`config.mk`:
```
export PLATFORM = sky130hd
export DESIGN_NAME = tcw_ctrl
export DESIGN_NICKNAME = d
export VERILOG_FILES = /design/src/sv/tcw_pkg.sv /design/src/sv/tcw_ctrl.sv
export SDC_FILE = /design/constraint.sdc
export NUM_CORES = 1
export LEC_CHECK = 0
export ABC_AREA = 0
export BUFFER_PORTS_ARGS = -buffer_cell sky130_fd_sc_hd__buf_4
export CAP_MARGIN = 20
export CELL_PAD_IN_SITES_DETAIL_PLACEMENT = 1
export CELL_PAD_IN_SITES_GLOBAL_PLACEMENT = 1
export CORE_AREA = 2 2 177 92
export CTS_CLUSTER_DIAMETER = 80
export DETAILED_ROUTE_END_ITERATION = 8
export DIE_AREA = 0 0 179 94
export PLACE_DENSITY_LB_ADDON = 0.08
export REMOVE_ABC_BUFFERS = 1
export SETUP_SLACK_MARGIN = 0.4
export SKIP_CTS_REPAIR_TIMING = 1
export SYNTH_ARGS = -nofsm -noshare
export SYNTH_HDL_FRONTEND = slang
export SYNTH_SLANG_ARGS = --single-unit
```
`constraint.sdc`:
```
create_clock -name clk -period 6.3 [get_ports clk]
set_input_delay 0.945 -clock clk [delete_from_list [all_inputs] [get_ports clk]]
set_output_delay 0.945 -clock clk [all_outputs]
set_load 0.005 [all_outputs]
```
`src/sv/tcw_pkg.sv`:
```
// ----------------------------------------------------------------------------
// tcw_pkg: shared types and constants of the text console writer
// Action codes, character codes, controller states, item and result records.
// ----------------------------------------------------------------------------
package tcw_pkg;

  typedef enum logic [1:0] {
    ACT_PUT   = 2'd0,
    ACT_BACK  = 2'd1,
    ACT_CLEAR = 2'd2,
    ACT_READ  = 2'd3
  } action_t;

  typedef enum logic [2:0] {
    ST_IDLE,
    ST_SWEEP,
    ST_DRAIN,
    ST_FILL,
    ST_DONE
  } state_t;

  localparam logic [7:0] CH_NEWLINE = 8'h0A;
  localparam logic [7:0] CH_ERASE   = 8'h08;
  localparam logic [7:0] CH_SPACE   = 8'h20;
  localparam logic [7:0] BLANK_ATTR = 8'h0F;

  typedef struct packed {
    action_t     action;
    logic [7:0]  char_code;
    logic [3:0]  fore_color;
    logic [3:0]  back_color;
    logic        use_position;
    logic [6:0]  col_in;
    logic [4:0]  row_in;
  } item_t;

  typedef struct packed {
    logic [7:0]  read_attr;
    logic [7:0]  read_char;
    logic [10:0] cursor_cell;
    logic [4:0]  cursor_row;
    logic [6:0]  cursor_col;
  } result_t;

endpackage

```
`src/sv/tcw_ctrl.sv`:
```
// ----------------------------------------------------------------------------
// tcw_ctrl: console sequencer
// Decodes an item, updates the cursor, and runs the shared address counter
// over the cell store for clear, scroll, last-row zeroing and reset fill.
// ----------------------------------------------------------------------------
module tcw_ctrl #(
  parameter int COLS = 80,
  parameter int ROWS = 25,
  parameter int AW   = 11
) (
  input  logic             clk,
  input  logic             rst_n,
  input  logic             item_valid,
  output logic             item_ready,
  input  tcw_pkg::item_t   item,
  output logic             res_valid,
  input  logic             res_ready,
  output tcw_pkg::result_t res,
  output logic             ram_we,
  output logic [AW-1:0]    ram_waddr,
  output logic [15:0]      ram_wdata,
  output logic             ram_re,
  output logic [AW-1:0]    ram_raddr,
  input  logic [15:0]      ram_rdata
);

  import tcw_pkg::*;

  localparam int CELLS = COLS * ROWS;
  localparam int CW    = $clog2(COLS);
  localparam int RW    = $clog2(ROWS);
  localparam logic [AW-1:0] LAST_CELL = AW'(CELLS - 1);
  localparam logic [AW-1:0] LAST_ROW0 = AW'(CELLS - COLS);

  state_t        state_r, state_nxt;
  logic [AW-1:0] cnt_r, cnt_nxt;
  logic [AW-1:0] wr_addr_r, wr_addr_nxt;
  logic          pend_r, pend_nxt;
  logic          clr_mode_r, clr_mode_nxt;
  logic          resp_pend_r, resp_pend_nxt;
  logic          rd_hit_r, rd_hit_nxt;
  logic [CW-1:0] col_r, col_nxt;
  logic [RW-1:0] row_r, row_nxt;

  logic [31:0] cur_pos;
  logic [31:0] b_col, b_row, n_col, n_row;
  logic [31:0] bs_col, bs_row;
  logic [31:0] put_addr, bs_addr, rd_addr;
  logic        in_rng, put_scroll;
  logic [7:0]  put_char;
  logic [15:0] sweep_data;

  // item decode: target cell and new cursor for put, backspace and read
  always_comb begin
    cur_pos = 32'(row_r) * COLS + 32'(col_r);
    in_rng  = (32'(item.col_in) < COLS) && (32'(item.row_in) < ROWS);
    if (item.use_position && in_rng) begin
      b_col = 32'(item.col_in);
      b_row = 32'(item.row_in);
    end else begin
      b_col = 32'(col_r);
      b_row = 32'(row_r);
    end
    n_col = b_col;
    n_row = b_row;
    if (item.char_code == CH_NEWLINE) begin
      n_col = 32'd0;
      n_row = b_row + 32'd1;
    end else if (item.char_code != CH_ERASE) begin
      n_col = b_col + 32'd1;
      if (n_col == COLS) begin
        n_col = 32'd0;
        n_row = b_row + 32'd1;
      end
    end
    put_scroll = (n_row == ROWS);
    if (put_scroll) begin
      n_row = 32'(ROWS - 1);
    end
    put_char = (item.char_code == CH_ERASE) ? CH_SPACE : item.char_code;
    put_addr = b_row * COLS + b_col;

    bs_col = 32'(col_r);
    bs_row = 32'(row_r);
    if (cur_pos != 32'd0) begin
      if (col_r == '0) begin
        bs_col = 32'(COLS - 1);
        bs_row = 32'(row_r) - 32'd1;
      end else begin
        bs_col = 32'(col_r) - 32'd1;
      end
    end
    bs_addr = bs_row * COLS + bs_col;
    rd_addr = 32'(item.row_in) * COLS + 32'(item.col_in);
  end

  assign sweep_data = clr_mode_r ? {ram_rdata[15:8], CH_SPACE} : ram_rdata;

  // next state
  always_comb begin
    state_nxt = state_r;
    case (state_r)
      ST_IDLE: begin
        if (item_valid) begin
          case (item.action)
            ACT_PUT:   state_nxt = put_scroll ? ST_SWEEP : ST_DONE;
            ACT_CLEAR: state_nxt = ST_SWEEP;
            default:   state_nxt = ST_DONE;
          endcase
        end
      end
      ST_SWEEP: begin
        if (cnt_r == LAST_CELL) state_nxt = ST_DRAIN;
      end
      ST_DRAIN: state_nxt = clr_mode_r ? ST_DONE : ST_FILL;
      ST_FILL: begin
        if (cnt_r == LAST_CELL) state_nxt = resp_pend_r ? ST_DONE : ST_IDLE;
      end
      ST_DONE: begin
        if (res_ready) state_nxt = ST_IDLE;
      end
      default: state_nxt = ST_IDLE;
    endcase
  end

  // outputs and datapath updates
  always_comb begin
    item_ready    = (state_r == ST_IDLE);
    res_valid     = (state_r == ST_DONE);
    ram_we        = 1'b0;
    ram_waddr     = cnt_r;
    ram_wdata     = '0;
    ram_re        = 1'b0;
    ram_raddr     = cnt_r;
    cnt_nxt       = cnt_r;
    wr_addr_nxt   = wr_addr_r;
    pend_nxt      = pend_r;
    clr_mode_nxt  = clr_mode_r;
    resp_pend_nxt = resp_pend_r;
    rd_hit_nxt    = rd_hit_r;
    col_nxt       = col_r;
    row_nxt       = row_r;
    case (state_r)
      ST_IDLE: begin
        if (item_valid) begin
          resp_pend_nxt = 1'b1;
          rd_hit_nxt    = 1'b0;
          case (item.action)
            ACT_PUT: begin
              ram_we       = (item.char_code != CH_NEWLINE);
              ram_waddr    = put_addr[AW-1:0];
              ram_wdata    = {item.back_color, item.fore_color, put_char};
              col_nxt      = n_col[CW-1:0];
              row_nxt      = n_row[RW-1:0];
              cnt_nxt      = AW'(COLS);
              clr_mode_nxt = 1'b0;
            end
            ACT_BACK: begin
              ram_we    = 1'b1;
              ram_waddr = bs_addr[AW-1:0];
              ram_wdata = {BLANK_ATTR, CH_SPACE};
              col_nxt   = bs_col[CW-1:0];
              row_nxt   = bs_row[RW-1:0];
            end
            ACT_CLEAR: begin
              col_nxt      = '0;
              row_nxt      = '0;
              cnt_nxt      = '0;
              clr_mode_nxt = 1'b1;
            end
            ACT_READ: begin
              ram_re     = in_rng;
              ram_raddr  = rd_addr[AW-1:0];
              rd_hit_nxt = in_rng;
            end
            default: ;
          endcase
        end
      end
      ST_SWEEP: begin
        // read one cell per cycle; put the prior one in place or a row up
        ram_re      = 1'b1;
        ram_raddr   = cnt_r;
        pend_nxt    = 1'b1;
        wr_addr_nxt = clr_mode_r ? cnt_r : cnt_r - AW'(COLS);
        ram_we      = pend_r;
        ram_waddr   = wr_addr_r;
        ram_wdata   = sweep_data;
        cnt_nxt     = (cnt_r == LAST_CELL) ? LAST_ROW0 : cnt_r + AW'(1);
      end
      ST_DRAIN: begin
        ram_we    = 1'b1;
        ram_waddr = wr_addr_r;
        ram_wdata = sweep_data;
        pend_nxt  = 1'b0;
      end
      ST_FILL: begin
        ram_we    = 1'b1;
        ram_waddr = cnt_r;
        ram_wdata = '0;
        if (cnt_r != LAST_CELL) cnt_nxt = cnt_r + AW'(1);
      end
      ST_DONE: begin
        if (res_ready) resp_pend_nxt = 1'b0;
      end
      default: ;
    endcase
  end

  always_comb begin
    res.cursor_col  = 7'(col_r);
    res.cursor_row  = 5'(row_r);
    res.cursor_cell = cur_pos[10:0];
    res.read_char   = rd_hit_r ? ram_rdata[7:0]  : 8'h00;
    res.read_attr   = rd_hit_r ? ram_rdata[15:8] : 8'h00;
  end

  always_ff @(posedge clk) begin
    if (!rst_n) begin
      state_r     <= ST_FILL;
      cnt_r       <= '0;
      pend_r      <= 1'b0;
      clr_mode_r  <= 1'b0;
      resp_pend_r <= 1'b0;
      rd_hit_r    <= 1'b0;
      col_r       <= '0;
      row_r       <= '0;
    end else begin
      state_r     <= state_nxt;
      cnt_r       <= cnt_nxt;
      pend_r      <= pend_nxt;
      clr_mode_r  <= clr_mode_nxt;
      resp_pend_r <= resp_pend_nxt;
      rd_hit_r    <= rd_hit_nxt;
      col_r       <= col_nxt;
      row_r       <= row_nxt;
    end
  end

  always_ff @(posedge clk) begin
    wr_addr_r <= wr_addr_nxt;
  end

endmodule

```
---- Word level (Yosys, flattened, before mapping) ----
Cells that the tools add are included.
storage, ports and cells
  input port bits ......................... 51
  word-level logic and storage cells ...... 119
  output and inout port bits .............. 81
  flip-flop bits (word level) ............. 41
operators by class
  reduce and logical (&&, ||, !) cells .... 19
  multiplexer cells ....................... 54
  equal/unequal tests ..................... 21
  add/sub/neg operators ................... 10
  magnitude comparators ................... 2
  multipliers ............................. 4
operators by type and width
  kind                     number
  $mux W32                 5
  $mux W11                 10
  $pmux W11 S2             3
  $pmux W16 S2             2
  $pmux W11 S3             1
  $add A32 B1 Y32 const B  1
  $eq A32 B5 Y1 const B    1
  $mul A32 B3 Y7 const B   1
  $mux W8                  4
  $reduce_bool A32 Y1      1
  $mux W7                  4
  $add A11 B11 Y11         2
  $mux W3                  7
  $pmux W7 S3              1
  $eq A8 B4 Y1 const B     2
  $mux W16                 1
  $ne A8 B4 Y1 const B     2
  $pmux W3 S5              1
  $pmux W5 S3              1
  $mul A5 B3 Y7 const B    2
  $add A12 B7 Y13          1
  $add A11 B1 Y11 const B  1
  $add A11 B7 Y11          1
  $eq A11 B11 Y1 const B   1
  other kinds (32)         54

---- Longest topological paths before layout ----
Gate-level depths: netlist of run 1.
  word-level depth ........................ 14
  gate-level depth with buffers ........... 26
  mapped depth without buffers ............ 24

---- Worst setup path before layout of run 1 ----
No wires, ideal clock.
  kind .................................... reg2out
  start point ............................. reg row_r[1]
  end point ............................... out ram_waddr[10]
  stages on the path, launching flop included .. 26
  buffers on the path ..................... 2
  slack ................................... 0.163 ns
  arrival ................................. 5.192 ns
  cell sequence ........................... dfxtp_1 ha_1 ha_1 inv_1 fa_1 and2b_1 nor3b_2 mux2i_1 nor4_4 o21ai_2 and3_1 buf_6 buf_6 xnor2_1 ha_1 ha_1 fa_1 ha_1 o21ai_0 o21bai_1 a21oi_1 xor2_1 xnor2_1 xnor2_1 a221oi_2 o21ai_1
between the ends
  longest elaborated chain between the ends .. 9
  elaborated cells on any way between the ends .. 15
ends and longest elaborated chain
  what                      line             RTL
  start: declaration        tcw_ctrl.sv:43   logic [RW-1:0] row_r, row_nxt;
  start signal: assignment  tcw_ctrl.sv:236  row_r <= row_nxt;
  $mul A5 B3 Y8             tcw_ctrl.sv:55   cur_pos = 32'(row_r) * COLS + 32'(col_r);
  $add A12 B7 Y13           tcw_ctrl.sv:55
  $reduce_bool A32 Y1       tcw_ctrl.sv:85   if (cur_pos != 32'd0) begin
  $mux W32                  tcw_ctrl.sv:85
  $mul A32 B3 Y7            tcw_ctrl.sv:93   bs_addr = bs_row * COLS + bs_col;
  $add A11 B11 Y11          tcw_ctrl.sv:93
  $pmux W11 S2 *            tcw_ctrl.sv:148  case (item.action)
  $mux W11 *                tcw_ctrl.sv:145  if (item_valid) begin
  $pmux W11 S2 *            tcw_ctrl.sv:143  case (state_r)
  end: declaration          tcw_ctrl.sv:20   output logic [AW-1:0] ram_waddr,
Every way passes the cells marked *; elsewhere a longest branch is shown, timed or not.

---- Final worst setup path of run 1 ----
  start point ............................. reg row_r[2]
  end point ............................... out ram_waddr[9]
Same word-level chain as after synthesis.

==> results of run 1 <==
## kinds of logic after synthesis
logic type	Yosys count	share of synthesized area, %
AOI/OAI and AO/OA	231	28.69
xor gates and xnor gates	41	6.619
adders and majority gates	60	14.94
buffers and inverters	84	6.665
DFF	41	17.16
muxes	23	4.428
and+or+nand+nor	234	21.49
## power by group through the flow
stage / Combinational [mW] / Sequential (mW) / Clock, mW
finish: 0.156 / 0.274 / 0.288
CTS: 0.154 / 0.275 / 0.292
floorplan: 0.0791 / 0.279 / 0
detailed placement: 0.153 / 0.281 / 0
global placement: 0.150 / 0.281 / 0
global route: 0.171 / 0.274 / 0.302
## worst min-delay path by stage
stage          depth (start not counted)  slack (ps)     endpoint
2_1_floorplan                          2         440  resp_pend_r
3_3_place_gp                           2         450  resp_pend_r
3_5_place_dp                           2         460  resp_pend_r
4_1_cts                                2         470  resp_pend_r
5_1_grt                                2         490  resp_pend_r
6_report                               2         460  resp_pend_r
## registers in the layout (all words and copies together) (netlist names)
name,flops
cnt_r,11
wr_addr_r,11
col_r,7
row_r,5
state_r,3
clr_mode_r,1
pend_r,1
rd_hit_r,1
resp_pend_r,1
## synth_stat cells, drive strengths merged (6+ instances only)
cell type | number | area (sq um)
o21ai | 74 | 377.9
nand2 | 65 | 246.5
nor2 | 63 | 236.5
a21oi | 53 | 265.3
ha | 52 | 650.6
inv | 41 | 153.9
clkbuf | 34 | 127.6
dfxtp | 30 | 600.6
xnor2 | 23 | 201.4
and2 | 20 | 125.1
xor2 | 18 | 157.7
nand3 | 16 | 80.08
mux2i | 15 | 150.1
nor3 | 15 | 75.07
and3 | 12 | 75.07
a22o | 11 | 96.34
edfxtp | 11 | 330.3
a22oi | 10 | 75.07
a221oi | 9 | 91.34
buf | 9 | 80.07
fa | 8 | 160.2
mux2 | 8 | 90.09
a211oi | 7 | 52.55
a221o | 7 | 70.07
nor2b | 7 | 51.30
nor4 | 7 | 65.06
o21a | 7 | 52.55
a21o | 6 | 45.04
a31oi | 6 | 37.54
nand2b | 6 | 37.54
## layout make-up
cell class              instances  area (sq um)  share of cell area, %
repair buffers                173          1303                  18.39
clock inverters                 3         25.02                 0.3534
inverters                      41         153.9                  2.173
multi-input cells             589          4283                  60.48
well taps                     204         255.2                  3.604
flip-flops and latches         41         937.1                  13.23
clock buffers                   5         125.1                  1.767
## layer usage
| metal | global-route usage, % | wire length, um |
|---|---|---|
| met1 | 33.97 | 9839 |
| met2 | 41.60 | 9985 |
| met3 | 3.762 | 870 |
| met4 | 4.743 | 240 |
| met5 | 0 | 13 |
## through the flow
step                      cells  utilization [%]  power (mW)
after floorplan             671                -      0.3583
after global placement     1046            44.53      0.4302
after detailed placement   1046            44.53      0.4339
after CTS                  1054            45.51      0.7206
after global routing       1056            46.67      0.7476
final                      1056            46.67      0.7181
## worst reg2reg max path: cells and delay by family, from the launching register on
family	cells	cell delay (ps)
adder cells (fa/ha/maj)	1	510
buffers and inverters	1	80
AO/OA/AOI/OAI	7	1690
AND/OR/NAND/NOR	2	370
flip-flops	1	330
multiplexers	1	670
==> flow_metrics.tcl, run 1 <==
set metrics [dict create \
    post_drt_via_cell_ratio 5.683 \
    r2r_slack_ps 2550 \
    p_switching_mw 0.2287 \
    p_leak_nw 3.184 \
    die_area_sq_um 16830 \
    synth_area_sq_um 5425 \
    cts.sink_count 41 \
    overflow 0 \
    syn_area_per_cell_sq_um 7.598 \
    clk_latency_ps 300 \
    port_buffers 131 \
    cts_max_level 2 \
    final_cell_mix "buf_4, o21ai_0, nand2_1" \
    cts_buffers 5 \
    num_vias 6001 \
    place.gp.congestion 0.8556 \
    cts_buffer_depth 2 \
    max-vdd-ir-drop_uv 85.29 \
    yosys_warnings 0 \
    max_freq_mhz 150.2 \
    slew_violations 0 \
    worst_slack_ps -359.9 \
    placed_area_sq_um 6756 \
    grt_max_degree 23 \
    critPathKind "reg2out" \
    yosys_most_used_dff "dfxtp_1" \
    cp.buffers_inverters 5 \
    ios 132 \
    design_area_sq_um 7082 \
    p_sw_share_pct 31.84 \
    r2r_start "col_r[0]" \
    critPathTopFamily "adder cells" \
    slowest_stage "fa_1" \
    arrival_ps 5710 \
    drtIter0Drc 297 \
    powerDensity_nw_per_um2 101.4 \
    hold_violations 0 \
    cts_tree "done" \
    worst-slew-pin-transition_ps 1003 \
    slew_headroom_pct 33.03 \
    crit_end "ram_waddr[9]" \
    startpoint "row_r[2]" \
    grt.total_usage_pct 24.85 \
    hp-start "resp_pend_r" \
    drt-total-wl_um 20950 \
    fillers 1886 \
    finalSetupViolations 4 \
    synthCells 714 \
    violations "negative setup slack" \
    end_kind "primary output" \
    die_h_um 94 \
    area_delta_synth_final_pct 30.54 \
    r2r_end "state_r[0]" \
    hp-class "reg2reg" \
    ys_ff_latch 41 \
    num_rows 32 \
    clkTransAtPathRegs_ps 80 \
    r2r_cells 12 \
    critPathMaxFanout 5 \
    drc_errors 0 \
    min_period_over_period_pct 105.7 \
    power.internal_mw 0.4894 \
    initial_core_util_pct 35.75 \
    whs_ps 461.2 \
    post-route-min-period_ps 6660 \
    dp_slack_ps -185.2 \
    n_antenna_cell 0 \
    start_kind "register" \
    async_reset_ff_share_pct 0 \
    setup_tns_ps -1023 \
    hpwl_um 16630 \
    finClkSkew_ps 8.138 \
    layout_commonest_cell "buf_4" \
    ys_types 74 \
    die_w_um 179 \
    synth-edff-count 11 \
    power_frac_seq_pct 38.2 \
    pwr-share-comb_pct 21.7 \
    wl_per_cell_um 19.84 \
    ys_seq_area_share_pct 17.16 \
    fp.coreArea_sq_um 15170 \
    antenna_found_initial 1 \
    grt_pass1_vias 6053 \
    rsz0062_at_grt "true" \
    cts_root_buf "clkbuf_16" \
    first_pass_iters 5 \
    grt_pass1_wl_um 32710 \
    cp_slowest_stage_delay_ps 560 \
    cap_violations 0 \
    drive_gt1_share_pct 26.76 \
    path_depth 25 \
    layout.nets 962 \
    status "complete, but fails checks" \
    ant_nets 0 \
    power.clock.fraction_pct 40.1 \
    required_ps 5350 \
]
No activity file was read; power rests on OpenSTA's default activity.
==> inputs of run 2 (changes only) <==
--- a/config.mk
+++ b/config.mk
@@ -5,15 +5,15 @@
 export SDC_FILE = /design/constraint.sdc
 export NUM_CORES = 1
 export LEC_CHECK = 0
-export ABC_AREA = 0
+export ABC_AREA = 1
 export BUFFER_PORTS_ARGS = -buffer_cell sky130_fd_sc_hd__buf_4
 export CAP_MARGIN = 20
 export CELL_PAD_IN_SITES_DETAIL_PLACEMENT = 1
 export CELL_PAD_IN_SITES_GLOBAL_PLACEMENT = 1
-export CORE_AREA = 2 2 177 92
+export CORE_AREA = 2 2 179 93
 export CTS_CLUSTER_DIAMETER = 80
 export DETAILED_ROUTE_END_ITERATION = 8
-export DIE_AREA = 0 0 179 94
+export DIE_AREA = 0 0 181 95
 export PLACE_DENSITY_LB_ADDON = 0.08
 export REMOVE_ABC_BUFFERS = 1
 export SETUP_SLACK_MARGIN = 0.4
==> run 2 against run 1 <==
Net effect:
- the flow still finishes with violations (negative setup slack)
- first-iteration DRC count increased by 67%
- utilization decreased by 2.1 points
- routed wire length increased by 16%
- critical path depth increased by 4
- critical endpoint is now ram_waddr[10]
- largest power group unchanged
==> flow_metrics.tcl, run 2 <==
set metrics [dict create \
    status "complete, but fails checks" \
    violations "negative setup slack" \
    wl_per_cell_um 20.84 \
    grt.total_usage_pct 27.14 \
    num_rows 33 \
    min_period_over_period_pct 100.6 \
    yosysMostFrequentCell "nand2_1" \
    die_area_sq_um 17200 \
    synthCells 807 \
    die_h_um 95 \
    r2r_cells 18 \
    max_freq_mhz 157.8 \
    required_ps 5350 \
    grt_max_degree 28 \
    fp.coreArea_sq_um 15860 \
    slew_violations 0 \
    finClkSkew_ps 2.982 \
    pwr-share-comb_pct 21.0 \
    r2r_start "row_r[2]" \
    cts_tree "done" \
    first_pass_iters 5 \
    ys_types 52 \
    cp_common_cell "nand2_2" \
    num_vias 6245 \
    hold_violations 0 \
    hold_end "pend_r" \
    slew_headroom_pct 25.95 \
    seqCellArea_sq_um 940.9 \
    ys_seq_area_share_pct 17.84 \
    cap_violations 0 \
    place.gp.congestion 0.9507 \
    drtIter0Drc 496 \
    ys_ff_latch 41 \
    post-route-min-period_ps 6338 \
    post_drt_via_cell_ratio 5.370 \
    n_antenna_cell 0 \
    fillers 2040 \
    ys_top_cells_by_area "nand2_1, ha_1, dfxtp_1, inv_1, edfxtp_1" \
    synth-edff-count 11 \
    r2r_slack_ps 3060 \
    min_path_cells 2 \
    cts_buffer_depth 2 \
    yosys_most_used_dff "dfxtp_1" \
    yosysTopAreaCell "nand2_1" \
    cts.sink_count 41 \
    power.internal_mw 0.5639 \
    ys_top_cells_by_count "nand2_1, inv_1, nor2_1" \
    area_delta_synth_final_pct 35.29 \
    design_area_sq_um 7061 \
    max-vdd-ir-drop_uv 78.36 \
    initial_core_util_pct 32.92 \
    hp-class "reg2reg" \
    finalSetupViolations 1 \
    hpwl_um 19570 \
    cp_slowest_stage_delay_ps 550 \
    power.clock.fraction_pct 44.7 \
    layout_commonest_cell "nand2_1" \
    port_buffers 131 \
    cts_buffers 5 \
    placed_area_sq_um 6504 \
    p_sw_share_pct 29.46 \
    worst_slack_ps -37.63 \
    overflow 0 \
    synth.top_cell.area_share_pct 12.59 \
    clk_latency_ps 300 \
    worst-slew-pin-transition_ps 1102 \
    r2r_end "row_r[1]" \
    reg_top3 "cnt_r (11), wr_addr_r (11), col_r (7)" \
    power_frac_seq_pct 34.3 \
    final_cell_mix "nand2_1, buf_4, inv_1" \
    critPathMaxFanout 3 \
    arrival_ps 5390 \
    cts_max_level 2 \
    rsz0062_at_grt "true" \
    die_w_um 181 \
    synth_area_sq_um 5219 \
    start_kind "register" \
    cts_root_buf "clkbuf_16" \
    grt_pass1_vias 6301 \
    async_reset_ff_share_pct 0 \
    critPathKind "reg2out" \
    layout.nets 1063 \
    antenna_found_initial 0 \
    syn_area_per_cell_sq_um 6.467 \
    grt_pass1_wl_um 35780 \
    setup_tns_ps -37.63 \
    powerDensity_nw_per_um2 113.2 \
    drc_errors 0 \
    end_kind "primary output" \
    p_switching_mw 0.2355 \
    whs_ps 478.6 \
    drive_gt1_share_pct 25.71 \
    hp-start "pend_r" \
    drt-total-wl_um 24230 \
    slowest_stage "fa_2" \
    multiInputGateArea_sq_um 3923 \
    ant_nets 0 \
    yosys_warnings 0 \
    clkTransAtPathRegs_ps 70 \
    ios 132 \
    p_leak_nw 3.487 \
]
-- run 2: worst max path at each step --
stage | from | to | depth (start not counted)
detailed placement | row_r[0] | ram_waddr[10] | 33
finish | row_r[2] | ram_waddr[10] | 29
floorplan | row_r[3] | ram_waddr[10] | 30
global route | row_r[2] | ram_waddr[10] | 29
global placement | row_r[0] | ram_waddr[10] | 30
CTS | row_r[0] | ram_waddr[10] | 33
-- run 2: power by group through the flow --
| stage | sequential, mW | combinational [mW] | clock (mW) |
|---|---|---|---|
| detailed placement | 0.281 | 0.166 | 0 |
| floorplan | 0.279 | 0.0894 | 0 |
| finish | 0.274 | 0.168 | 0.358 |
| global route | 0.274 | 0.185 | 0.369 |
| CTS | 0.275 | 0.167 | 0.360 |
| global placement | 0.280 | 0.158 | 0 |
-- run 2: worst max-delay path, delay by kind of cell, from the launching register on --
family / cells / cell delay, ps
compound gates: 3 / 490
xor+xnor: 5 / 1140
fa+ha+maj: 5 / 1550
buf+inv: 2 / 210
flops: 1 / 350
simple gates: 14 / 1360
-- run 2: final cells by class --
type	instances	share of cell area, %
clock buffers	5	1.772
clock inverters	3	0.9747
inverters	135	7.266
multi-input cells	608	55.56
flip-flops and latches	41	13.33
well taps	210	3.721
repair buffers	161	17.38
-- run 2: metrics by stage --
step                worst slack, ps  std cells  power, mW  util [%]
finish                       -37.63       1163     0.7994     44.53
CTS                          -419.5       1153     0.8012     42.24
floorplan                     320.1        784     0.3681         -
global route                 -318.6       1163     0.8281     44.53
detailed placement           -69.89       1145     0.4463     41.02
global placement              283.7       1145     0.4383     41.02
-- run 2: cell families (layout without fill, tap and decap cells) --
kind of cell,after synthesis,count (layout),share of synthesized area [%]
and+or+nand+nor,333,333,28.10
AOI/OAI and AO/OA,182,182,21.15
buffers and inverters,158,304,11.84
adders and majority gates,60,60,15.54
DFF,41,41,17.84
xor gates and xnor gates,33,33,5.538
-- run 2: layer usage --
layer  vias up  part of all wire, %  GRT usage (%)
met3        17                  7.4          5.399
met4         0                 0.50          2.304
met1      3020                   50          39.52
met2       235                   42          42.88
li1       2973                    -              -
met5         -                    0              0
